<file path="src/design/w3f_pkg.sv">
// Shared types, register indexes and the median operator function for the 3x3 window filter.
package w3f_pkg;

  localparam int unsigned DefMaxWidth  = 1024;
  localparam int unsigned DefMaxHeight = 1024;
  localparam int unsigned CfgW         = 11;
  localparam int unsigned DimW         = 11;

  typedef enum logic [1:0] {
    REG_FILTER_MODE  = 2'd0,
    REG_BORDER_MODE  = 2'd1,
    REG_IMAGE_WIDTH  = 2'd2,
    REG_IMAGE_HEIGHT = 2'd3
  } reg_idx_t;

  typedef enum logic [2:0] {
    FM_MIN   = 3'd0,
    FM_MAX   = 3'd1,
    FM_MED   = 3'd2,
    FM_MEAN  = 3'd3,
    FM_GAUSS = 3'd4,
    FM_LAP   = 3'd5,
    FM_SOBEL = 3'd6,
    FM_PASS  = 3'd7
  } fmode_t;

  typedef enum logic [1:0] {
    BM_KEEP  = 2'd0,
    BM_PAD   = 2'd1,
    BM_REPL  = 2'd2,
    BM_TRUNC = 2'd3
  } bmode_t;

  // Window plus the tags that travel with one visited output position.
  typedef struct packed {
    logic [8:0][7:0] pix;
    logic            border;
    logic            emit;
    logic            eor;
    logic            eof;
  } win_t;

  // Compare-exchange sort of nine bytes, returns the middle one.
  function automatic logic [7:0] median9(input logic [8:0][7:0] p);
    logic [8:0][7:0] v;
    logic [7:0]      t;
    v = p;
    for (int k = 0; k < 9; k++) begin
      for (int i = (k % 2); i < 8; i += 2) begin
        if (v[i] > v[i+1]) begin
          t      = v[i];
          v[i]   = v[i+1];
          v[i+1] = t;
        end
      end
    end
    return v[4];
  endfunction

endpackage

</file>
<file path="src/design/w3f_reduce.sv">
// Window operators: min, max, median, mean, gaussian, laplacian, sobel magnitude, pass-through.
module w3f_reduce import w3f_pkg::*; (
  input  logic       clk,
  input  logic       rst,
  input  logic       start,
  input  win_t       win,
  input  logic [2:0] filter_mode,
  input  logic [1:0] border_mode,
  output logic       busy,
  output logic       done,
  output win_t       win_q,
  output logic [7:0] result
);
  // stage 1: sums and gradients
  logic [11:0] s_sum;
  logic [11:0] g_sum;
  logic signed [12:0] lap;
  logic signed [11:0] gx, gy;
  logic signed [21:0] gx_w, gy_w;
  logic [7:0] lo, hi, med;
  logic [7:0] p [9];

  always_comb begin
    for (int i = 0; i < 9; i++) p[i] = win.pix[i];
  end

  always_comb begin
    s_sum = '0;
    lo = 8'hff;
    hi = 8'h00;
    for (int i = 0; i < 9; i++) begin
      s_sum = s_sum + 12'(p[i]);
      if (p[i] < lo) lo = p[i];
      if (p[i] > hi) hi = p[i];
    end
    g_sum = 12'(p[0]) + 12'(p[2]) + 12'(p[6]) + 12'(p[8])
          + ((12'(p[1]) + 12'(p[3]) + 12'(p[5]) + 12'(p[7])) << 1) + (12'(p[4]) << 2);
    lap = 13'(5 * $signed({5'd0, p[4]})) - $signed({5'd0, p[1]}) - $signed({5'd0, p[3]})
        - $signed({5'd0, p[5]}) - $signed({5'd0, p[7]});
    gx = $signed({4'd0, p[6]}) + 12'sd2 * $signed({4'd0, p[7]}) + $signed({4'd0, p[8]})
       - $signed({4'd0, p[0]}) - 12'sd2 * $signed({4'd0, p[1]}) - $signed({4'd0, p[2]});
    gy = $signed({4'd0, p[2]}) + 12'sd2 * $signed({4'd0, p[5]}) + $signed({4'd0, p[8]})
       - $signed({4'd0, p[0]}) - 12'sd2 * $signed({4'd0, p[3]}) - $signed({4'd0, p[6]});
    med = median9(win.pix);
  end

  assign gx_w = 22'(gx);
  assign gy_w = 22'(gy);

  logic [7:0]  r1_simple;
  logic [21:0] q_reg;
  logic        sobel_run;
  logic [8:0]  n, n_next;
  logic        r1_v, r2_v;
  logic [11:0] s_reg;

  // mean via reciprocal: floor(s/9) = (s*7282)>>16 for s < 2296
  logic [7:0] mean_v;
  logic [25:0] mprod;
  assign mprod  = 26'(s_reg) * 26'd7282;
  assign mean_v = mprod[23:16];

  logic [7:0] gq;
  logic [3:0] gr;
  logic [8:0] ground;
  always_comb begin
    gq = g_sum[11:4];
    gr = g_sum[3:0];
    ground = {1'b0, gq};
    if (gr > 4'd8 || (gr == 4'd8 && gq[0])) ground = ground + 9'd1;
  end

  always_ff @(posedge clk) begin
    if (start) begin
      win_q <= win;
      s_reg <= s_sum;
      q_reg <= 22'(gx_w * gx_w + gy_w * gy_w);
      unique case (fmode_t'(filter_mode))
        FM_MIN:   r1_simple <= lo;
        FM_MAX:   r1_simple <= hi;
        FM_MED:   r1_simple <= med;
        FM_GAUSS: r1_simple <= ground[8] ? 8'hff : ground[7:0];
        FM_LAP:   r1_simple <= lap < 0 ? 8'd0 : (lap > 255 ? 8'hff : lap[7:0]);
        default:  r1_simple <= p[4];
      endcase
    end
  end

  // sobel: iterative search n*n+n >= q, one increment a cycle starting from zero
  always_comb begin
    n_next = n + 9'd1;
  end

  logic [18:0] nn;
  assign nn = 19'(n) * 19'(n) + 19'(n);

  always_ff @(posedge clk) begin
    if (rst) begin
      r1_v <= 1'b0;
      r2_v <= 1'b0;
      sobel_run <= 1'b0;
      n <= '0;
    end else begin
      r2_v <= 1'b0;
      r1_v <= start;
      if (r1_v) begin
        if (fmode_t'(filter_mode) == FM_SOBEL && q_reg < 22'd65281) begin
          sobel_run <= 1'b1;
          n <= '0;
        end else begin
          r2_v <= 1'b1;
        end
      end else if (sobel_run) begin
        if (22'(nn) >= q_reg) begin
          sobel_run <= 1'b0;
          r2_v <= 1'b1;
        end else begin
          n <= n_next;
        end
      end
    end
  end

  logic [7:0] pre;
  always_comb begin
    unique case (fmode_t'(filter_mode))
      FM_MEAN:  pre = mean_v;
      FM_SOBEL: pre = (q_reg >= 22'd65281) ? 8'hff : n[7:0];
      default:  pre = r1_simple;
    endcase
    result = (bmode_t'(border_mode) == BM_KEEP && win_q.border) ? win_q.pix[4] : pre;
  end

  assign done = r2_v;
  assign busy = r1_v | sobel_run | r2_v;
endmodule

</file>
<file path="config.mk">
export PLATFORM = sky130hd
export DESIGN_NAME = w3f_reduce
export DESIGN_NICKNAME = d
export VERILOG_FILES = /design/src/design/w3f_pkg.sv /design/src/design/w3f_reduce.sv
export SDC_FILE = /design/constraint.sdc
export NUM_CORES = 2
export LEC_CHECK = 0
export BUFFER_PORTS_ARGS = -buffer_cell sky130_fd_sc_hd__buf_4
export CAP_MARGIN = 5
export CORE_ASPECT_RATIO = 1.4
export CORE_MARGIN = 4
export CORE_UTILIZATION = 50
export CTS_BUF_LIST = sky130_fd_sc_hd__clkbuf_8
export DETAILED_ROUTE_END_ITERATION = 16
export PLACE_DENSITY = 0.67
export SLEW_MARGIN = 20
export SYNTH_ARGS = -nofsm -noshare
export SYNTH_HDL_FRONTEND = slang
export SYNTH_SLANG_ARGS = --single-unit
</file>
<file path="constraint.sdc">
create_clock -name clk -period 75.7 [get_ports clk]
set_input_delay 22.71 -clock clk [delete_from_list [all_inputs] [get_ports clk]]
set_output_delay 22.71 -clock clk [all_outputs]
set_load 0.03 [all_outputs]
</file>
==> impl_metrics.py <==
metrics = {
    "status": {
        "run_status": "finished clean",
    },
    "logic_synthesis": {
        "yosys.area.top_type": "fa_1",
        "synth_area_leaders": "fa_1, ha_1, edfxtp_1",
        "ys_seq_area_share_pct": 9.29,
        "synthCells": 4623,
        "synth_warnings": 0,
        "synth_top_area_share_pct": 25.3,
        "synth_edf_count": 118,
        "synth_ff_type": "edfxtp_1",
        "syn_nets": 5861,
        "ys_ff_latch": 130,
        "ys_async_sr_fraction_pct": 0,
        "synth_cell_types": 100,
        "syn_area_per_cell_um2": 8.81,
        "netlist_area_um2": 40700,
    },
    "sta": {
        "clock_skew_ns": 0.0147,
        "final.period_utilization_pct": 61.7,
        "fin_crit_ns": 46.74,
        "max_slew.worst_pin.slew_ns": 1.11,
        "slew_headroom_pct": 25.6,
        "whs_ns": 0.519,
        "rsz0062_at_grt": "no",
        "setup_viol": 0,
        "fmax_mhz": 21.4,
        "maxSlewViolCount": 0,
        "setup_tns_ns": 0,
        "worst_slack_ns": 28.96,
        "finalHoldViolCount": 0,
    },
    "place": {
        "port_buffers": 169,
        "dp_hpwl_um": 102000,
        "gp_congestion": 0.975,
        "preCtsSetupSlack_ns": 29.00,
    },
    "floorplan": {
        "fp.dieH_um": 346,
        "die_w_um": 249,
        "start_util_pct": 50.5,
        "core-area_um2": 80600,
        "rows": 123,
        "ios": 170,
        "dieArea_um2": 86100,
    },
    "finish": {
        "syn2layout_area_growth_pct": 7.17,
        "layout_commonest_cell": "inv_1",
        "register_area_um2": 3780,
        "nets": 5994,
        "drive_gt1_share_pct": 7.44,
        "nFillCells": 7502,
        "multiInputGateArea_um2": 33100,
        "fin_util_pct": 54.1,
        "layout_common_cells": "inv_1, ha_1, fa_1",
        "largest_reg_flops": 76,
    },
    "clocking": {
        "clk_pin_slew_ns": 0.09,
        "clk_latency_ns": 0.55,
        "numCtsBuffers": 17,
        "cts_resized": 0,
        "cts.sinks": 130,
        "cts_tree": "done",
        "cts_root_buf": "clkbuf_8",
        "cts_buffer_depth": 2,
        "ctsHoldBuffers": 0,
        "h-tree-depth": 4,
        "cts_setup_buffers": 0,
    },
    "worst_setup_path": {
        "cp-endpoint": "result[5]",
        "startpoint": "filter_mode[2]",
        "r2r-start": "n[5]",
        "r2r_slack_ns": 67.17,
        "crit_type": "in -> out",
        "r2r-end": "n[8]",
        "crit_required_ns": 52.99,
        "critPathLaunchType": "primary input",
        "end_kind": "output port",
        "reg2reg_depth": 33,
        "crit_fanout": 20,
        "cp_data_arrival_time_ns": 24.03,
    },
    "global_route": {
        "antenna_found_initial": 3,
        "overflow": 0,
        "first_global_vias": 33700,
        "grt_pass1_wl_um": 190000,
        "grt_max_degree": 76,
        "grtUsageTotal_pct": 28.4,
    },
    "routing": {
        "drcViolationCount": 0,
        "vias_per_cell": 5.75,
        "drtIter0Drc": 2059,
        "wl_per_cell_um": 21.1,
        "first_pass_iters": 5,
        "antenna_left": 0,
        "vias": 33500,
        "routed_wl_um": 123000,
    },
    "hold_path": {
        "hold_path.class": "reg -> reg",
    },
    "run": {
        "maxCapViolations": 0,
    },
}
through the flow:
step | cell area [µm²] | cells
after floorplan | 40700 | 4623
after global placement | 43200 | 5799
after detailed placement | 43200 | 5799
after CTS | 43600 | 5831
after global routing | 43600 | 5832
final | 43600 | 5832
area by class of cell:
| type | instances | area share (%) |
|---|---|---|
| inverter | 941 | 8.09 |
| tap | 1062 | 3.04 |
| clock inverter | 15 | 0.384 |
| clock buffer | 17 | 0.536 |
| antenna | 1 | 0.00573 |
| sequential | 130 | 8.67 |
| multi-input combinational | 3469 | 75.9 |
| timing repair buffer | 197 | 3.40 |
cells in the mapped netlist, drive strengths merged, types with 6 or more instances:
cell type	n
xor2	29
o211ai	18
a211oi	20
or3	15
ha	640
o22ai	12
nor4	11
nand3b	6
o21a	70
and3	30
a21oi	335
mux2	76
maj3	7
nor2	313
xnor2	100
o31ai	8
buf	10
nand2b	50
o21ai	197
mux2i	213
o21bai	39
nand2	215
o221ai	9
a2bb2oi	6
or2	12
edfxtp	118
clkinv	6
inv	935
a221oi	12
fa	514
nor2b	53
a221o	6
nor3	46
dfxtp	12
a2111oi	6
a21o	100
nand4	30
clkbuf	73
and4	6
a31oi	22
and2	78
a211o	10
nand3	69
kinds of logic (layout without fill, tap and decap cells):
kind of cell    after synthesis  in the layout  synth area share (%)
mux                         290            290                  7.39
xor+xnor                    129            129                  2.77
simple gates                950            950                  11.2
buf+inv                    1024           1170                  9.48
compound gates              939            939                  14.7
other cells                   0              1                     0
flops                       130            130                  9.29
fa+ha+maj                  1161           1161                  45.1
critical path, cell delays in order:
cell	delay [ns]
buf_4	0.21
and2_1	0.31
o21ai_0	0.15
a21oi_1	0.18
a221oi_1	0.07
a21oi_1	0.19
buf_4	0.18
worst min-delay path by stage:
stage	startpoint	end	slack, ns	cells after the start
5_1_grt	sobel_run	sobel_run	0.54	2
2_1_floorplan	sobel_run	sobel_run	0.48	2
3_3_place_gp	sobel_run	sobel_run	0.50	2
4_1_cts	sobel_run	sobel_run	0.52	2
6_report	sobel_run	sobel_run	0.52	2
3_5_place_dp	sobel_run	sobel_run	0.50	2
metal layers:
| layer | part of all wire (%) | GRT usage, % | vias up | wire [µm] |
|---|---|---|---|---|
| met5 | 0.014 | 0 | - | 17 |
| met4 | 7.0 | 15.8 | 2 | 8540 |
| met3 | 6.0 | 3.67 | 312 | 7350 |
| met2 | 47 | 47.7 | 1090 | 58200 |
| met1 | 40 | 35.3 | 16400 | 48800 |
| li1 | - | - | 15800 | - |
Power is left out: the tool's default activity adds up to more than one toggle a clock period on the data nets, which glitch-free logic cannot reach.
